File: src/rtl/core/ubvb_pkg.sv
// shared types, constants and the boolean function helper for the bit vector op
`timescale 1ns / 1ps
`default_nettype none

package ubvb_pkg;

   localparam int BYTE_W      = 8;
   localparam int INDEX_W     = 14;
   localparam int LEN_W       = 17;
   localparam int CSR_INDEX_W = 3;
   localparam int OFFSET_W    = 3;
   localparam int ROP_W       = 4;

   // longest operation in bits; longer lengths saturate here
   localparam logic [LEN_W-1:0] MAX_BITS = LEN_W'(65536);

   // register indexes of the csr port
   localparam logic [CSR_INDEX_W-1:0] CSR_ROP         = CSR_INDEX_W'(0);
   localparam logic [CSR_INDEX_W-1:0] CSR_X_OFFSET    = CSR_INDEX_W'(1);
   localparam logic [CSR_INDEX_W-1:0] CSR_Y_OFFSET    = CSR_INDEX_W'(2);
   localparam logic [CSR_INDEX_W-1:0] CSR_DEST_OFFSET = CSR_INDEX_W'(3);
   localparam logic [CSR_INDEX_W-1:0] CSR_BIT_LENGTH  = CSR_INDEX_W'(4);

   // operation setup seen by the byte datapath
   typedef struct packed {
      logic [ROP_W-1:0]    rop;
      logic [OFFSET_W-1:0] x_offset;
      logic [OFFSET_W-1:0] y_offset;
      logic [OFFSET_W-1:0] dest_offset;
      logic [INDEX_W-1:0]  end_byte;   // byte holding the first bit past the span
      logic [OFFSET_W-1:0] end_bit;    // bit position of that bit in its byte
   } ubvb_cfg_type;

   // one result word
   typedef struct packed {
      logic [BYTE_W-1:0]  result_byte;
      logic [INDEX_W-1:0] byte_index;
      logic               last_out;
   } ubvb_rsp_type;

   // bitwise raster op: rop bit 0 picks x&y, bit 1 x&~y, bit 2 ~x&y, bit 3 ~x&~y
   function automatic logic [BYTE_W-1:0] rop_apply(input logic [ROP_W-1:0] rop,
                                                   input logic [BYTE_W-1:0] x,
                                                   input logic [BYTE_W-1:0] y);
      logic [BYTE_W-1:0] r;
      r = '0;
      if (rop[0]) r = r | (x & y);
      if (rop[1]) r = r | (x & ~y);
      if (rop[2]) r = r | (~x & y);
      if (rop[3]) r = r | (~x & ~y);
      return r;
   endfunction

endpackage

`default_nettype wire

File: src/rtl/core/ubvb_channels.sv
// valid/ready channel interfaces for source bytes in and destination bytes out
`timescale 1ns / 1ps
`default_nettype none

interface ubvb_req_if;
   import ubvb_pkg::*;

   logic              valid;
   logic              ready;
   logic [BYTE_W-1:0] x_byte;
   logic [BYTE_W-1:0] y_byte;
   logic [BYTE_W-1:0] old_dest_byte;
   logic              last_in;

   modport source (output valid, x_byte, y_byte, old_dest_byte, last_in, input ready);
   modport sink   (input valid, x_byte, y_byte, old_dest_byte, last_in, output ready);
endinterface

interface ubvb_rsp_if;
   import ubvb_pkg::*;

   logic               valid;
   logic               ready;
   logic [BYTE_W-1:0]  result_byte;
   logic [INDEX_W-1:0] byte_index;
   logic               last_out;

   modport source (output valid, result_byte, byte_index, last_out, input ready);
   modport sink   (input valid, result_byte, byte_index, last_out, output ready);
endinterface

`default_nettype wire

File: src/rtl/core/ubvb_byte_op.sv
// one destination byte: funnel shift of both sources, raster op and span merge
`timescale 1ns / 1ps
`default_nettype none

module ubvb_byte_op (
   input  ubvb_pkg::ubvb_cfg_type          cfg,
   input  logic [ubvb_pkg::INDEX_W-1:0]    byte_idx,
   input  logic [3*ubvb_pkg::BYTE_W-1:0]   win_x,
   input  logic [3*ubvb_pkg::BYTE_W-1:0]   win_y,
   input  logic [ubvb_pkg::BYTE_W-1:0]     old_byte,
   output logic [ubvb_pkg::BYTE_W-1:0]     new_byte
);
   import ubvb_pkg::*;

   logic [3:0]        sh_x;
   logic [3:0]        sh_y;
   logic [BYTE_W-1:0] x_al;
   logic [BYTE_W-1:0] y_al;
   logic [BYTE_W-1:0] op_byte;
   logic [BYTE_W-1:0] mask;
   logic              first_byte;
   logic              below_end;
   logic              at_end;

   // align source bits to destination bit positions, msb first
   assign sh_x = 4'(BYTE_W) + 4'(cfg.dest_offset) - 4'(cfg.x_offset);
   assign sh_y = 4'(BYTE_W) + 4'(cfg.dest_offset) - 4'(cfg.y_offset);
   assign x_al = BYTE_W'(win_x >> sh_x);
   assign y_al = BYTE_W'(win_y >> sh_y);

   assign op_byte = rop_apply(cfg.rop, x_al, y_al);

   // bits of this byte that fall inside the destination span
   assign first_byte = (byte_idx == '0);
   assign below_end  = (byte_idx < cfg.end_byte);
   assign at_end     = (byte_idx == cfg.end_byte);

   always_comb begin
      for (int t = 0; t < BYTE_W; t++) begin
         mask[BYTE_W-1-t] = (!first_byte || (OFFSET_W'(t) >= cfg.dest_offset)) &&
                            (below_end || (at_end && (OFFSET_W'(t) < cfg.end_bit)));
      end
   end

   assign new_byte = (op_byte & mask) | (old_byte & ~mask);

endmodule

`default_nettype wire

File: src/rtl/core/unaligned_bit_vector_boolean_op.sv
// top level: unaligned bit vector boolean op with csr, history and result queue
//
//   channel | dir | handshake          | payload
//   --------+-----+--------------------+------------------------------------------
//   req_ch  | in  | valid/ready        | x_byte, y_byte, old_dest_byte, last_in
//   rsp_ch  | out | valid/ready        | result_byte, byte_index, last_out
//   csr     | in  | csr_we, no stall   | csr_index, csr_wdata
//
// one word is taken per cycle while the input does not stall; a word is held in
// the input register, then its destination bytes go into an output queue of
// RSP_DEPTH words. the last word of an operation yields two result words (one
// if it is also the first); the queue absorbs that and input stalls only when
// the queue has fewer than two free entries. reset is synchronous, active high,
// sets bit length to 1 and clears other csrs, the byte history and the queue.
`timescale 1ns / 1ps
`default_nettype none

module unaligned_bit_vector_boolean_op #(
   parameter int RSP_DEPTH = 4
) (
   input  logic                              clock,
   input  logic                              reset,
   ubvb_req_if.sink                          req_ch,
   ubvb_rsp_if.source                        rsp_ch,
   input  logic                              csr_we,
   input  logic [ubvb_pkg::CSR_INDEX_W-1:0]  csr_index,
   input  logic [ubvb_pkg::LEN_W-1:0]        csr_wdata
);
   import ubvb_pkg::*;

   localparam int PTR_W = (RSP_DEPTH > 1) ? $clog2(RSP_DEPTH) : 1;
   localparam int CNT_W = $clog2(RSP_DEPTH + 1);

   typedef struct packed {
      logic [BYTE_W-1:0] x_byte;
      logic [BYTE_W-1:0] y_byte;
      logic [BYTE_W-1:0] old_dest_byte;
      logic              last_in;
   } item_type;

   // csr registers
   logic [ROP_W-1:0]    rop_ff;
   logic [OFFSET_W-1:0] x_offset_ff;
   logic [OFFSET_W-1:0] y_offset_ff;
   logic [OFFSET_W-1:0] dest_offset_ff;
   logic [LEN_W-1:0]    bit_length_ff;

   // input register and byte history
   logic                s1_valid_ff, s1_valid_in;
   item_type            s1_ff;
   logic [BYTE_W-1:0]   prev_x_ff, prev_y_ff, prev_dest_ff, prev2_x_ff, prev2_y_ff;
   logic [INDEX_W-1:0]  counter_ff, counter_in;

   // result queue
   ubvb_rsp_type        rsp_mem [RSP_DEPTH];
   logic [PTR_W-1:0]    wr_ptr_ff, wr_ptr_in, rd_ptr_ff, rd_ptr_in;
   logic [CNT_W-1:0]    count_ff, count_in;

   logic                advance;
   logic                req_accept;
   logic                push_a, push_b, pop;
   logic [PTR_W-1:0]    wr_ptr_next;
   logic [PTR_W-1:0]    b_addr;
   logic [LEN_W-1:0]    len_eff;
   logic [LEN_W-1:0]    span_end;
   ubvb_cfg_type        cfg;
   ubvb_rsp_type        rsp_a, rsp_b;
   logic [INDEX_W-1:0]  idx_a;

   function automatic logic [PTR_W-1:0] ptr_inc(input logic [PTR_W-1:0] p);
      return (p == PTR_W'(RSP_DEPTH - 1)) ? '0 : PTR_W'(p + 1'b1);
   endfunction

   // csr write decode
   always_ff @(posedge clock) begin
      if (reset) begin
         rop_ff         <= '0;
         x_offset_ff    <= '0;
         y_offset_ff    <= '0;
         dest_offset_ff <= '0;
         bit_length_ff  <= LEN_W'(1);
      end else if (csr_we) begin
         unique case (csr_index)
            CSR_ROP:         rop_ff         <= csr_wdata[ROP_W-1:0];
            CSR_X_OFFSET:    x_offset_ff    <= csr_wdata[OFFSET_W-1:0];
            CSR_Y_OFFSET:    y_offset_ff    <= csr_wdata[OFFSET_W-1:0];
            CSR_DEST_OFFSET: dest_offset_ff <= csr_wdata[OFFSET_W-1:0];
            CSR_BIT_LENGTH:  bit_length_ff  <= csr_wdata;
            default: ;
         endcase
      end
   end

   // span end in bits, saturated length plus destination offset
   assign len_eff  = (bit_length_ff > MAX_BITS) ? MAX_BITS : bit_length_ff;
   assign span_end = len_eff + LEN_W'(dest_offset_ff);

   assign cfg.rop         = rop_ff;
   assign cfg.x_offset    = x_offset_ff;
   assign cfg.y_offset    = y_offset_ff;
   assign cfg.dest_offset = dest_offset_ff;
   assign cfg.end_byte    = span_end[LEN_W-1:OFFSET_W];
   assign cfg.end_bit     = span_end[OFFSET_W-1:0];

   // input handshake: stage moves on when the queue has room for two words
   assign advance      = s1_valid_ff && (count_ff <= CNT_W'(RSP_DEPTH - 2));
   assign req_ch.ready = !s1_valid_ff || advance;
   assign req_accept   = req_ch.valid && req_ch.ready;
   assign s1_valid_in  = req_accept ? 1'b1 : (advance ? 1'b0 : s1_valid_ff);

   always_ff @(posedge clock) begin
      if (reset) begin
         s1_valid_ff <= 1'b0;
      end else begin
         s1_valid_ff <= s1_valid_in;
      end
   end

   always_ff @(posedge clock) begin
      if (req_accept) begin
         s1_ff.x_byte        <= req_ch.x_byte;
         s1_ff.y_byte        <= req_ch.y_byte;
         s1_ff.old_dest_byte <= req_ch.old_dest_byte;
         s1_ff.last_in       <= req_ch.last_in;
      end
   end

   // previous byte: index k-1 with window k-2, k-1, k
   assign idx_a = counter_ff - 1'b1;

   ubvb_byte_op u_byte_prev (
      .cfg      (cfg),
      .byte_idx (idx_a),
      .win_x    ({prev2_x_ff, prev_x_ff, s1_ff.x_byte}),
      .win_y    ({prev2_y_ff, prev_y_ff, s1_ff.y_byte}),
      .old_byte (prev_dest_ff),
      .new_byte (rsp_a.result_byte)
   );
   assign rsp_a.byte_index = idx_a;
   assign rsp_a.last_out   = 1'b0;

   // final byte: index k with window k-1, k and zeros past the stream
   ubvb_byte_op u_byte_last (
      .cfg      (cfg),
      .byte_idx (counter_ff),
      .win_x    ({prev_x_ff, s1_ff.x_byte, BYTE_W'(0)}),
      .win_y    ({prev_y_ff, s1_ff.y_byte, BYTE_W'(0)}),
      .old_byte (s1_ff.old_dest_byte),
      .new_byte (rsp_b.result_byte)
   );
   assign rsp_b.byte_index = counter_ff;
   assign rsp_b.last_out   = 1'b1;

   // byte history and word counter, cleared at the end of each operation
   assign counter_in = s1_ff.last_in ? '0 : INDEX_W'(counter_ff + 1'b1);

   always_ff @(posedge clock) begin
      if (reset) begin
         prev_x_ff    <= '0;
         prev_y_ff    <= '0;
         prev_dest_ff <= '0;
         prev2_x_ff   <= '0;
         prev2_y_ff   <= '0;
         counter_ff   <= '0;
      end else if (advance) begin
         counter_ff <= counter_in;
         if (s1_ff.last_in) begin
            prev_x_ff    <= '0;
            prev_y_ff    <= '0;
            prev_dest_ff <= '0;
            prev2_x_ff   <= '0;
            prev2_y_ff   <= '0;
         end else begin
            prev2_x_ff   <= prev_x_ff;
            prev2_y_ff   <= prev_y_ff;
            prev_x_ff    <= s1_ff.x_byte;
            prev_y_ff    <= s1_ff.y_byte;
            prev_dest_ff <= s1_ff.old_dest_byte;
         end
      end
   end

   // result queue: up to two pushes and one pop per cycle
   assign push_a      = advance && (counter_ff != '0);
   assign push_b      = advance && s1_ff.last_in;
   assign pop         = rsp_ch.valid && rsp_ch.ready;
   assign wr_ptr_next = ptr_inc(wr_ptr_ff);
   assign b_addr      = push_a ? wr_ptr_next : wr_ptr_ff;

   always_comb begin
      wr_ptr_in = wr_ptr_ff;
      if (push_a && push_b) begin
         wr_ptr_in = ptr_inc(wr_ptr_next);
      end else if (push_a || push_b) begin
         wr_ptr_in = wr_ptr_next;
      end
      rd_ptr_in = pop ? ptr_inc(rd_ptr_ff) : rd_ptr_ff;
      count_in  = count_ff + CNT_W'(push_a) + CNT_W'(push_b) - CNT_W'(pop);
   end

   always_ff @(posedge clock) begin
      if (reset) begin
         wr_ptr_ff <= '0;
         rd_ptr_ff <= '0;
         count_ff  <= '0;
      end else begin
         wr_ptr_ff <= wr_ptr_in;
         rd_ptr_ff <= rd_ptr_in;
         count_ff  <= count_in;
      end
   end

   always_ff @(posedge clock) begin
      if (push_a) begin
         rsp_mem[wr_ptr_ff] <= rsp_a;
      end
      if (push_b) begin
         rsp_mem[b_addr] <= rsp_b;
      end
   end

   // output word from the queue head
   assign rsp_ch.valid       = (count_ff != '0);
   assign rsp_ch.result_byte = rsp_mem[rd_ptr_ff].result_byte;
   assign rsp_ch.byte_index  = rsp_mem[rd_ptr_ff].byte_index;
   assign rsp_ch.last_out    = rsp_mem[rd_ptr_ff].last_out;

   // queue never holds more words than it has entries
   a_count_bound: assert property (@(posedge clock) disable iff (reset)
      count_ff <= CNT_W'(RSP_DEPTH))
      else $error("result queue overflow");

   // a word that ends an operation restarts the byte count
   a_counter_clear: assert property (@(posedge clock) disable iff (reset)
      advance && s1_ff.last_in |=> counter_ff == '0)
      else $error("byte counter not cleared after last word");

   // any other word moves the byte count on by one
   a_counter_step: assert property (@(posedge clock) disable iff (reset)
      advance && !s1_ff.last_in |=> counter_ff == INDEX_W'($past(counter_ff) + 1'b1))
      else $error("byte counter skipped");

   // queue fill level drops by one on a pop with no push
   a_count_track: assert property (@(posedge clock) disable iff (reset)
      !push_a && !push_b && pop |=> count_ff == CNT_W'($past(count_ff) - 1'b1))
      else $error("queue count lost a pop");

endmodule

`default_nettype wire
File: src/flat_wrapper.sv
// flat-port wrapper written by rule: the top's interface ports become plain ports
module unaligned_bit_vector_boolean_op_flat import ubvb_pkg::*;
#(
   parameter int RSP_DEPTH = 4
)
  (clock, reset, csr_we, csr_index, csr_wdata, req_ch_valid, req_ch_x_byte, req_ch_y_byte, req_ch_old_dest_byte, req_ch_last_in, req_ch_ready, rsp_ch_valid, rsp_ch_result_byte, rsp_ch_byte_index, rsp_ch_last_out, rsp_ch_ready);
  ubvb_req_if req_ch_i ();
  ubvb_rsp_if rsp_ch_i ();
  input  logic clock;
  input  logic reset;
  input  logic csr_we;
  input  logic [ubvb_pkg::CSR_INDEX_W-1:0] csr_index;
  input  logic [ubvb_pkg::LEN_W-1:0] csr_wdata;
  input wire logic [$bits(req_ch_i.valid)-1:0] req_ch_valid;
  input wire logic [$bits(req_ch_i.x_byte)-1:0] req_ch_x_byte;
  input wire logic [$bits(req_ch_i.y_byte)-1:0] req_ch_y_byte;
  input wire logic [$bits(req_ch_i.old_dest_byte)-1:0] req_ch_old_dest_byte;
  input wire logic [$bits(req_ch_i.last_in)-1:0] req_ch_last_in;
  output wire logic [$bits(req_ch_i.ready)-1:0] req_ch_ready;
  output wire logic [$bits(rsp_ch_i.valid)-1:0] rsp_ch_valid;
  output wire logic [$bits(rsp_ch_i.result_byte)-1:0] rsp_ch_result_byte;
  output wire logic [$bits(rsp_ch_i.byte_index)-1:0] rsp_ch_byte_index;
  output wire logic [$bits(rsp_ch_i.last_out)-1:0] rsp_ch_last_out;
  input wire logic [$bits(rsp_ch_i.ready)-1:0] rsp_ch_ready;
  assign req_ch_i.valid = req_ch_valid;
  assign req_ch_i.x_byte = req_ch_x_byte;
  assign req_ch_i.y_byte = req_ch_y_byte;
  assign req_ch_i.old_dest_byte = req_ch_old_dest_byte;
  assign req_ch_i.last_in = req_ch_last_in;
  assign req_ch_ready = req_ch_i.ready;
  assign rsp_ch_valid = rsp_ch_i.valid;
  assign rsp_ch_result_byte = rsp_ch_i.result_byte;
  assign rsp_ch_byte_index = rsp_ch_i.byte_index;
  assign rsp_ch_last_out = rsp_ch_i.last_out;
  assign rsp_ch_i.ready = rsp_ch_ready;
  unaligned_bit_vector_boolean_op #(.RSP_DEPTH(RSP_DEPTH)) u_core (.clock(clock), .reset(reset), .req_ch(req_ch_i), .rsp_ch(rsp_ch_i), .csr_we(csr_we), .csr_index(csr_index), .csr_wdata(csr_wdata));
endmodule
File: config.mk
export PLATFORM = sky130hd
export DESIGN_NAME = unaligned_bit_vector_boolean_op_flat
export DESIGN_NICKNAME = d
export VERILOG_FILES = /design/src/rtl/core/ubvb_pkg.sv /design/src/rtl/core/ubvb_channels.sv /design/src/rtl/core/ubvb_byte_op.sv /design/src/rtl/core/unaligned_bit_vector_boolean_op.sv /design/src/flat_wrapper.sv
export SDC_FILE = /design/constraint.sdc
export NUM_CORES = 1
export LEC_CHECK = 0
export BUFFER_PORTS_ARGS = -buffer_cell sky130_fd_sc_hd__buf_2
export CAP_MARGIN = 20
export CORE_UTILIZATION = 40
export DETAILED_ROUTE_END_ITERATION = 6
export PLACE_DENSITY = 0.58
export SYNTH_ARGS = -nofsm -noshare
export SYNTH_HDL_FRONTEND = slang
export SYNTH_HIERARCHICAL = 1
export SYNTH_SLANG_ARGS = --single-unit
File: constraint.sdc
create_clock -name clock -period 3.8 [get_ports clock]
set_clock_uncertainty 0.1 [all_clocks]
set_input_delay 0.19 -clock clock [delete_from_list [all_inputs] [get_ports clock]]
set_output_delay 0.19 -clock clock [all_outputs]
set_load 0.1 [all_outputs]
==> results.cfg, run 1 <==
[status]
status = complete, but fails checks
violations = negative setup slack

[clocking]
clk_latency_ns = 0.57
cts_inserted_buffers = 27
clockBufferDepth = 3
root_buffer = clkbuf_16
h-tree-depth = 1
cts_sinks = 209
clkTransAtPathRegs_ns = 0.06
cts_tree = yes

[detailed_routing]
postRouteAntennaNets = 0
viasPerCell = 5.76
detail_route.wl_per_cell_um = 20.1
wl_mm = 43.4
firstDrtPassIters = 6
vias = 12400
drcViolationCount = 0
drtIter0Drc = 882

[timing]
setup_viol = 32
fmax_mhz = 240
maxSlewHeadroom_pct = 27.7
holdWs_ns = 0.0643
period_needed_ns = 4.17
setup_ws_ns = -0.365
rsz0062_at_grt = yes
finalHoldViolCount = 0
timing.final.crit_share_pct = 110
tightestPinTransition_ns = 1.08
drv_slew = 0

[cells_and_area]
fill_cells = 3402
utilization_pct = 51.0
area_growth_pct = 25.6
drive_above_1_share_pct = 26.2
diodes = 0
final_area_mm2 = 0.0187
finish.net_count = 1783

[floorplan]
die-area_mm2 = 0.0379
start_util_pct = 40.6
placement_rows = 70
die-width_um = 195
ioPinCount = 75
core_area_mm2 = 0.0366
die_h_um = 195

[power_and_ir_drop]
pwr-share-clk_pct = 29.3
power.net_switching_uw = 3450
seqPwrFrac_pct = 31.2
peakVddDrop_mv = 0.401
sw_frac_of_total_pct = 39.1
combPwrFrac_pct = 39.5
cell_internal_pwr_uw = 5370
powerDensity_mw_per_mm2 = 473
p_leak_uw = 0.00739

[placed_design]
port_buffers = 74
place.gp.congestion = 0.881
place_ws_ns = -0.500
hpwl_mm = 30.6
placedInstanceArea_mm2 = 0.0167

[worst_setup_path]
critical_path.max_fanout = 5
startpoint_type = register
arrival_ns = 4.49
reg2regPathDepth = 20
worstPathRequired_ns = 4.13
crit_type = register to register
worstSetupEndpointType = register

[grt]
grtUsageTotal_pct = 22.5
grt_pass1_vias = 12200
grt.overflow.total = 0
grt_pass1_wl_mm = 67.9
antenna_found_initial = 0
grt_start_max_net_pins = 45

[logic_synthesis]
syn_area_mm2 = 0.0149
synth_warnings = 6
synth_cells = 1428
avgSynthCellArea_um2 = 10.4

[min_path]
min_delay_path_depth = 4
hold_class = input port to register

[flow_run]
cap_violations = 0
-- critical path, cell delays in order, from the launching register on --
cell and delay, ns:
dfxtp_2 0.34, nor2b_4 0.17, ha_4 0.15, fa_2 0.19, a21o_1 0.17, nand2_2 0.08
buf_6 0.12, nor3_4 0.21, nand3_2 0.14, xnor2_2 0.22, inv_2 0.08, ha_4 0.26
nand4_1 0.15, nor4_2 0.25, buf_4 0.16, and2_4 0.18, a32oi_4 0.12, or3b_4 0.42
o221ai_2 0.20, buf_4 0.18, a22o_1 0.13
-- layout make-up --
class                      instances  area (um^2)  share of cell area, %
multi-input combinational       1097         9500                   50.9
sequential                       209         5320                   28.5
inverter                          77          289                   1.55
clock buffer                      32          704                   3.78
tap                              468          586                   3.14
timing repair buffer             261         2050                   11.0
clock inverter                    18          204                   1.09
-- power groups by stage --
stage	Combinational [uW]	Clock [uW]	Sequential (uW)
final	3480	2580	2760
after global routing	3700	2720	2780
after CTS	3410	2640	2750
after detailed placement	3280	0	2800
after global placement	3250	0	2790
after floorplan	2440	0	2720
-- placed cells by master, fill, tap and decap left out, drive strengths merged, types with 21 or more instances in the layout --
cell / instances
inv: 78
dlygate4sd3: 46
dfxtp: 96
conb: 44
o2bb2ai: 28
edfxtp: 113
xor2: 21
nor2: 69
mux2i: 78
buf: 215
nor4: 25
a21o: 27
o21ai: 25
nand3: 26
mux4: 87
nand2: 182
ha: 53
a22o: 53
xnor2: 23
clkbuf: 32
a21oi: 118
-- path summary, 6_finish.rpt --
path | from | end | slack [ns]
min reg2reg | u_core/rsp_mem[2][0]$_SDFFE_PP1P_ | u_core/rsp_mem[2][0]$_SDFFE_PP1P_ | 0.35
min | csr_we | u_core/dest_offset_ff[0]$_SDFFE_PP0P_ | 0.06
max reg2reg | u_core/bit_length_ff[0]$_SDFFE_PP1P_ | u_core/rsp_mem[0][16]$_DFFE_PP_ | -0.37
max | u_core/bit_length_ff[0]$_SDFFE_PP1P_ | u_core/rsp_mem[0][16]$_DFFE_PP_ | -0.37
-- stage by stage --
step           setup TNS, ns  power [uW]  std cells
5_1_grt               -15.33        9190       2162
6_report               -9.01        8820       2162
3_3_place_gp           -7.98        6040       2049
4_1_cts                -6.55        8800       2154
3_5_place_dp          -10.99        6080       2049
2_1_floorplan              0        5160       1471
-- repair_timing --
item                                    in CTS  in global routing
hold buffers                                46                  0
pin swaps                                   31                 36
setup buffers                               10                  9
hold endpoints to repair                    60                  0
gates resized for setup                     52                 41
endpoints found under the setup margin      32                 32
-- sequential cells by signal (all words and copies together), names as in the netlist, 4 cells and up, named ones only --
name / count
u_core/prev_dest_ff: 8
u_core/rsp_mem: 92
u_core/s1_ff: 25
u_core/prev2_x_ff: 7
u_core/counter_ff: 14
u_core/bit_length_ff: 17
u_core/prev_x_ff: 8
u_core/prev_y_ff: 8
u_core/prev2_y_ff: 7
u_core/rop_ff: 4
-- routing by layer --
| metal | global-route usage, % | share of wire (%) | wire (um) |
|---|---|---|---|
| met5 | 0 | 0 | 0 |
| met4 | 7.41 | 2.5 | 1080 |
| met3 | 2.36 | 5.4 | 2340 |
| met2 | 37.0 | 47 | 20300 |
| met1 | 31.1 | 45 | 19700 |
(Power assumes the default switching activity.)
==> run 2: changes to the inputs <==
--- a/config.mk
+++ b/config.mk
@@ -7,9 +7,9 @@
 export LEC_CHECK = 0
 export BUFFER_PORTS_ARGS = -buffer_cell sky130_fd_sc_hd__buf_2
 export CAP_MARGIN = 20
-export CORE_UTILIZATION = 40
+export CORE_UTILIZATION = 57
 export DETAILED_ROUTE_END_ITERATION = 6
-export PLACE_DENSITY = 0.58
+export PLACE_DENSITY = 0.78
 export SYNTH_ARGS = -nofsm -noshare
 export SYNTH_HDL_FRONTEND = slang
 export SYNTH_HIERARCHICAL = 1
==> run 2 against run 1 <==
The flow still finishes with violations (negative setup slack); first-iteration DRC count up 47%; sequential power about the same; worst hold slack better by 0.0015 ns; sequential share of layout area down 0.087 points; global-route usage up 10 points; utilization up 23 points; clock power down 8.1%; design area up 0.33%.
==> results.cfg, run 2 (synthesized netlist as in run 1, its figures left out) <==
[timing]
fmax_mhz = 240
finalHoldViolCount = 0
drv_slew = 0
tightestPinTransition_ns = 1.04
finalSetupTns_ns = -9.57
timing.final.crit_share_pct = 110
holdWs_ns = 0.0658
rsz0062_at_grt = yes
period_needed_ns = 4.17
setup_viol = 32
maxSlewHeadroom_pct = 29.5
setup_ws_ns = -0.373

[placed_design]
port_buffers = 74
place.gp.congestion = 0.904
placedInstanceArea_mm2 = 0.0166
placed_cells = 1916
hpwl_mm = 29.3

[cells_and_area]
most-common-layout-cells = 174 x nand2_1, 129 x buf_4, 113 x edfxtp_1
drive_above_1_share_pct = 28.5
multiInputGateArea_mm2 = 0.00973
fill_cells = 1628
final_area_mm2 = 0.0187
finish.net_count = 1789
stdcell_count = 2026
diodes = 0
area_growth_pct = 26.0
area.sequential_mm2 = 0.00533
regMostFlops = u_core/rsp_mem
largest_register_ffs = 92
final_common_cell = nand2_1
reg_top3 = u_core/rsp_mem (92), u_core/s1_ff (25), u_core/bit_length_ff (17)

[clocking]
root_buffer = clkbuf_16
clk_latency_ns = 0.54
cts_inserted_buffers = 23
clkTransAtPathRegs_ns = 0.07
cts_tree = yes
cts_sinks = 209
clockBufferDepth = 3
h-tree-depth = 1

[worst_setup_path]
arrival_ns = 4.48
startpoint_type = register
worstSetupEndpointType = register
worstPathRequired_ns = 4.10
critical_path.max_fanout = 5
crit_type = register to register

[power_and_ir_drop]
powerDensity_mw_per_mm2 = 466
p_leak_uw = 0.00745
peakVddDrop_mv = 0.615
p_total_uw = 8720

[detailed_routing]
firstDrtPassIters = 6
drcViolationCount = 0
detail_route.wl_per_cell_um = 21.9
postRouteAntennaNets = 0
drtIter0Drc = 1293
wl_mm = 44.3
vias = 13300
viasPerCell = 6.56

[floorplan]
die-width_um = 163
start_util_pct = 58.5
die_h_um = 163
die-area_mm2 = 0.0267
ioPinCount = 75
core_area_mm2 = 0.0254
placement_rows = 58

[grt]
grt_start_max_net_pins = 43
grtUsageTotal_pct = 32.8
grt.overflow.total = 0
antenna_found_initial = 0
grt_pass1_wl_mm = 68.4
grt_pass1_vias = 12800

[flow_run]
cap_violations = 0

[min_path]
hold_class = input port to register

[status]
status = complete, but fails checks
violations = negative setup slack
run 2: changes by cell type in the layout (fill, tap and decap cells not counted), moves of 4 or more:
cell,delta
ha_4,+5
clkbuf_1,-4
buf_4,+7
o21ai_0,-5
ha_1,-5
a21oi_1,-4
dfxtp_2,+4
buf_6,+4
run 2: repair_timing:
item	4_1_cts	5_1_grt
setup endpoints to repair	32	32
hold buffers	44	0
endpoints found under the hold margin	58	0
cloned	1	1
resized for setup	86	55
pin swaps	59	30
setup buffers	22	6
run 2: power breakdown:
part           internal, uW  leakage, uW  switching [uW]
clock                  1390     0.000401             974
sequential             2570      0.00186             186
combinational          1320      0.00519            2280
run 2: area by class of cell:
class                   instances  share of cell area, %
flip-flops and latches        209                   28.5
clock inverters                16                   1.03
multi-input cells            1098                   52.0
inverters                      77                   1.54
repair buffers                270                   11.5
well taps                     330                   2.21
clock buffers                  26                   3.30
run 2: worst paths after layout:
path	cells after the start	slack, ns	endpoint	startpoint
setup reg to reg	19	-0.37	u_core/rsp_mem[0][17]$_DFFE_PP_	u_core/bit_length_ff[0]$_SDFFE_PP1P_
hold / removal	4	0.07	u_core/x_offset_ff[1]$_SDFFE_PP0P_	csr_index[1]
hold reg to reg	1	0.35	u_core/rsp_mem[0][0]$_SDFFE_PP1P_	u_core/rsp_mem[0][0]$_SDFFE_PP1P_
setup / recovery	19	-0.37	u_core/rsp_mem[0][17]$_DFFE_PP_	u_core/bit_length_ff[0]$_SDFFE_PP1P_
run 2: stage by stage:
stage | setup WS (ns) | utilization [%]
after floorplan | 0.00615 | -
after global placement | -0.267 | 65.2
after detailed placement | -0.425 | 65.2
after CTS | -0.121 | 72.5
after global routing | -0.538 | 73.7
final | -0.373 | 73.7
run 2: worst max-delay path: stages, from the launching register on:
cell and delay (ns):
dfxtp_2 0.32, nor2b_4 0.12, ha_4 0.15, fa_2 0.34
a21o_1 0.25, nand2_4 0.13, nor4_4 0.05, xnor2_1 0.15
nor2_1 0.17, inv_1 0.10, ha_4 0.28, nand4_1 0.09
buf_4 0.19, nor4_4 0.36, and2_4 0.24, a22oi_2 0.08
or3b_4 0.43, o221ai_4 0.23, buf_6 0.14, a22o_1 0.12
run 2: metal layers:
metal	wire (um)	up-vias	GRT usage [%]
met5	0	-	0
met4	1850	0	11.9
met3	3810	142	4.80
met2	21000	727	55.0
met1	17700	6506	42.9
li1	-	5911	-
==> run 3: changes to the inputs <==
--- a/config.mk
+++ b/config.mk
@@ -9,6 +9,7 @@
 export CAP_MARGIN = 20
 export CORE_UTILIZATION = 57
 export DETAILED_ROUTE_END_ITERATION = 6
+export MAX_ROUTING_LAYER = met4
 export PLACE_DENSITY = 0.78
 export SYNTH_ARGS = -nofsm -noshare
 export SYNTH_HDL_FRONTEND = slang
==> run 3 against run 2 <==
The flow still finishes with violations (negative setup slack); routed wire length is 2.8% lower; utilization is 1.3 points lower; fmax is 0.87% higher; flip-flop and latch count stayed put; clock power is 3% lower; sequential power hardly changed; critical path type unchanged; highest routed layer unchanged; die area stayed put; register-to-register slack better by 0.04 ns; via count is 2.8% lower; final cell count is 0.44% lower; worst hold slack worse by 0.016 ns; worst setup slack better by 0.036 ns.
==> results.cfg, run 3 (synthesized netlist as in run 1, its figures left out) <==
[timing]
timing.final.crit_share_pct = 109
tightestPinTransition_ns = 1.11
maxSlewHeadroom_pct = 25.3
finalHoldViolCount = 0
setup_viol = 32
period_needed_ns = 4.14
setup_ws_ns = -0.337
finalSetupTns_ns = -8.17
rsz0062_at_grt = yes
fmax_mhz = 242
drv_slew = 0

[clocking]
clkTransAtPathRegs_ns = 0.06
h-tree-depth = 1
clockBufferDepth = 3
cts_inserted_buffers = 24
cts_tree = yes
cts_sinks = 209
root_buffer = clkbuf_16
clk_latency_ns = 0.53

[cells_and_area]
largest_register_ffs = 92
multiInputGateArea_mm2 = 0.00954
area.sequential_mm2 = 0.00533
drive_above_1_share_pct = 26.4
regMostFlops = u_core/rsp_mem
diodes = 0
reg_top3 = u_core/rsp_mem (92), u_core/s1_ff (25), u_core/bit_length_ff (17)
fill_cells = 1723
finish.net_count = 1779
utilization_pct = 72.4
area_growth_pct = 23.8
final_common_cell = nand2_1
most-common-layout-cells = 177 x nand2_1, 124 x buf_4, 113 x a21oi_1, 113 x edfxtp_1, 92 x dfxtp_1

[power_and_ir_drop]
p_total_uw = 8550
cell_internal_pwr_uw = 5170
power.net_switching_uw = 3370
powerDensity_mw_per_mm2 = 465
p_leak_uw = 0.00731
seqPwrFrac_pct = 32.3
pwr-share-clk_pct = 26.8
peakVddDrop_mv = 0.734
sw_frac_of_total_pct = 39.5
combPwrFrac_pct = 40.9

[floorplan]
die-width_um = 163
core_area_mm2 = 0.0254
die_h_um = 163
die-area_mm2 = 0.0267
ioPinCount = 75
start_util_pct = 58.5
placement_rows = 58

[worst_setup_path]
startpoint_type = register
critical_path.max_fanout = 8
reg2regPathDepth = 19
slowest_delay_ns = 0.37
arrival_ns = 4.31
worstPathRequired_ns = 3.97
crit_family = compound AO/OA/AOI/OAI gates
r2r-end = u_core/rsp_mem[2][19]$_DFFE_PP_
rrSetupSlack_ns = -0.34
worstSetupEndpointType = register
cp_cell_sequence = nor2b_4 > ha_4 > fa_2 > a21o_1 > nand2_4 > nor3_4 > nand3_2 > xnor2_2 > inv_2 > ha_4 > nand4_1 > buf_4 > nor2_2 > o31ai_4 > buf_4 > and2_4 > o211ai_1 > o221ai_4 > a22o_1
crit_type = register to register
cp_slowest_cell = dfxtp_4
cp.buffers_inverters = 3
r2r_start = u_core/bit_length_ff[16]$_SDFFE_PP0P_

[placed_design]
hpwl_mm = 29.2
port_buffers = 74
place.gp.congestion = 0.928

[detailed_routing]
wl_mm = 43.1
viasPerCell = 6.40
firstDrtPassIters = 6
drtIter0Drc = 1121
postRouteAntennaNets = 0
wl_met3_mm = 3.50
drcViolationCount = 0
met1_length_mm = 17.6
top_layer = met4
met2_wirelength_mm = 20.4
vias = 12900
detail_route.wl_per_cell_um = 21.4

[min_path]
min-delay-start = csr_index[0]
hold_class = input port to register
whs_endpoint = u_core/y_offset_ff[2]$_SDFFE_PP0P_
min_delay_path_depth = 4

[flow_run]
cap_violations = 0

[grt]
grtUsageTotal_pct = 32.4
grt.overflow.total = 0
antenna_found_initial = 0
grt_start_max_net_pins = 43
grt_pass1_vias = 12400
grt_pass1_wl_mm = 65.8

[status]
status = complete, but fails checks
violations = negative setup slack
-- run 3: layout make-up --
cell class | instances | share of cell area (%)
tap | 330 | 2.24
sequential | 209 | 29.0
inverter | 77 | 1.57
timing repair buffer | 260 | 11.1
clock inverter | 16 | 0.864
multi-input combinational | 1097 | 51.9
clock buffer | 28 | 3.40
-- run 3: how the worst max path moves through the flow --
stage,from,endpoint,slack (ns),depth (start not counted)
after floorplan,u_core/bit_length_ff[0]$_SDFFE_PP1P_,u_core/rsp_mem[1][16]$_DFFE_PP_,0.006,17
after global placement,u_core/bit_length_ff[1]$_SDFFE_PP0P_,u_core/rsp_mem[0][17]$_DFFE_PP_,-0.23,17
after detailed placement,u_core/bit_length_ff[0]$_SDFFE_PP1P_,u_core/rsp_mem[1][18]$_DFFE_PP_,-0.46,19
after CTS,u_core/bit_length_ff[16]$_SDFFE_PP0P_,u_core/rsp_mem[1][18]$_DFFE_PP_,-0.19,18
after global routing,u_core/bit_length_ff[16]$_SDFFE_PP0P_,u_core/rsp_mem[1][18]$_DFFE_PP_,-0.41,20
final,u_core/bit_length_ff[16]$_SDFFE_PP0P_,u_core/rsp_mem[2][19]$_DFFE_PP_,-0.34,19
-- run 3: layer usage --
metal  GRT usage [%]  up-vias
li1                -     5887
met1            42.5     6225
met2            52.3      660
met3            3.96      136
met4            10.5        0
met5               -        -
-- run 3: per-stage QoR --
stage | hold WS [ns] | instance area [um^2] | worst slack (ns) | cells
detailed placement | 0.269 | 16600 | -0.464 | 1918
finish | 0.0495 | 18400 | -0.337 | 2017
global placement | 0.266 | 16600 | -0.234 | 1918
CTS | 0.0293 | 18100 | -0.190 | 2012
global route | 0.0747 | 18400 | -0.414 | 2017
floorplan | 0.189 | 15100 | 0.00615 | 1471
-- run 3: what timing repair did --
item	4_1_cts	5_1_grt
setup buffers	6	9
hold endpoints to repair	60	0
gates resized for setup	59	46
pin swaps	37	29
hold buffers	44	0
endpoints found under the setup margin	32	32
-- run 3: worst reg2reg max path, cell delays in order, from the launching register on --
cell and delay [ns]:
dfxtp_4 0.37, nor2b_4 0.14, ha_4 0.15, fa_2 0.20, a21o_1 0.21, nand2_4 0.10, nor3_4 0.20, nand3_2 0.13
xnor2_2 0.22, inv_2 0.08, ha_4 0.27, nand4_1 0.19, buf_4 0.20, nor2_2 0.12, o31ai_4 0.15, buf_4 0.17
and2_4 0.13, o211ai_1 0.29, o221ai_4 0.19, a22o_1 0.27
-- run 3: power by group through the flow --
stage	clock (uW)	sequential, uW	combinational, uW
6_report	2290	2760	3500
2_1_floorplan	0	2720	2440
4_1_cts	2310	2750	3360
3_5_place_dp	0	2800	3240
5_1_grt	2400	2780	3690
3_3_place_gp	0	2790	3160
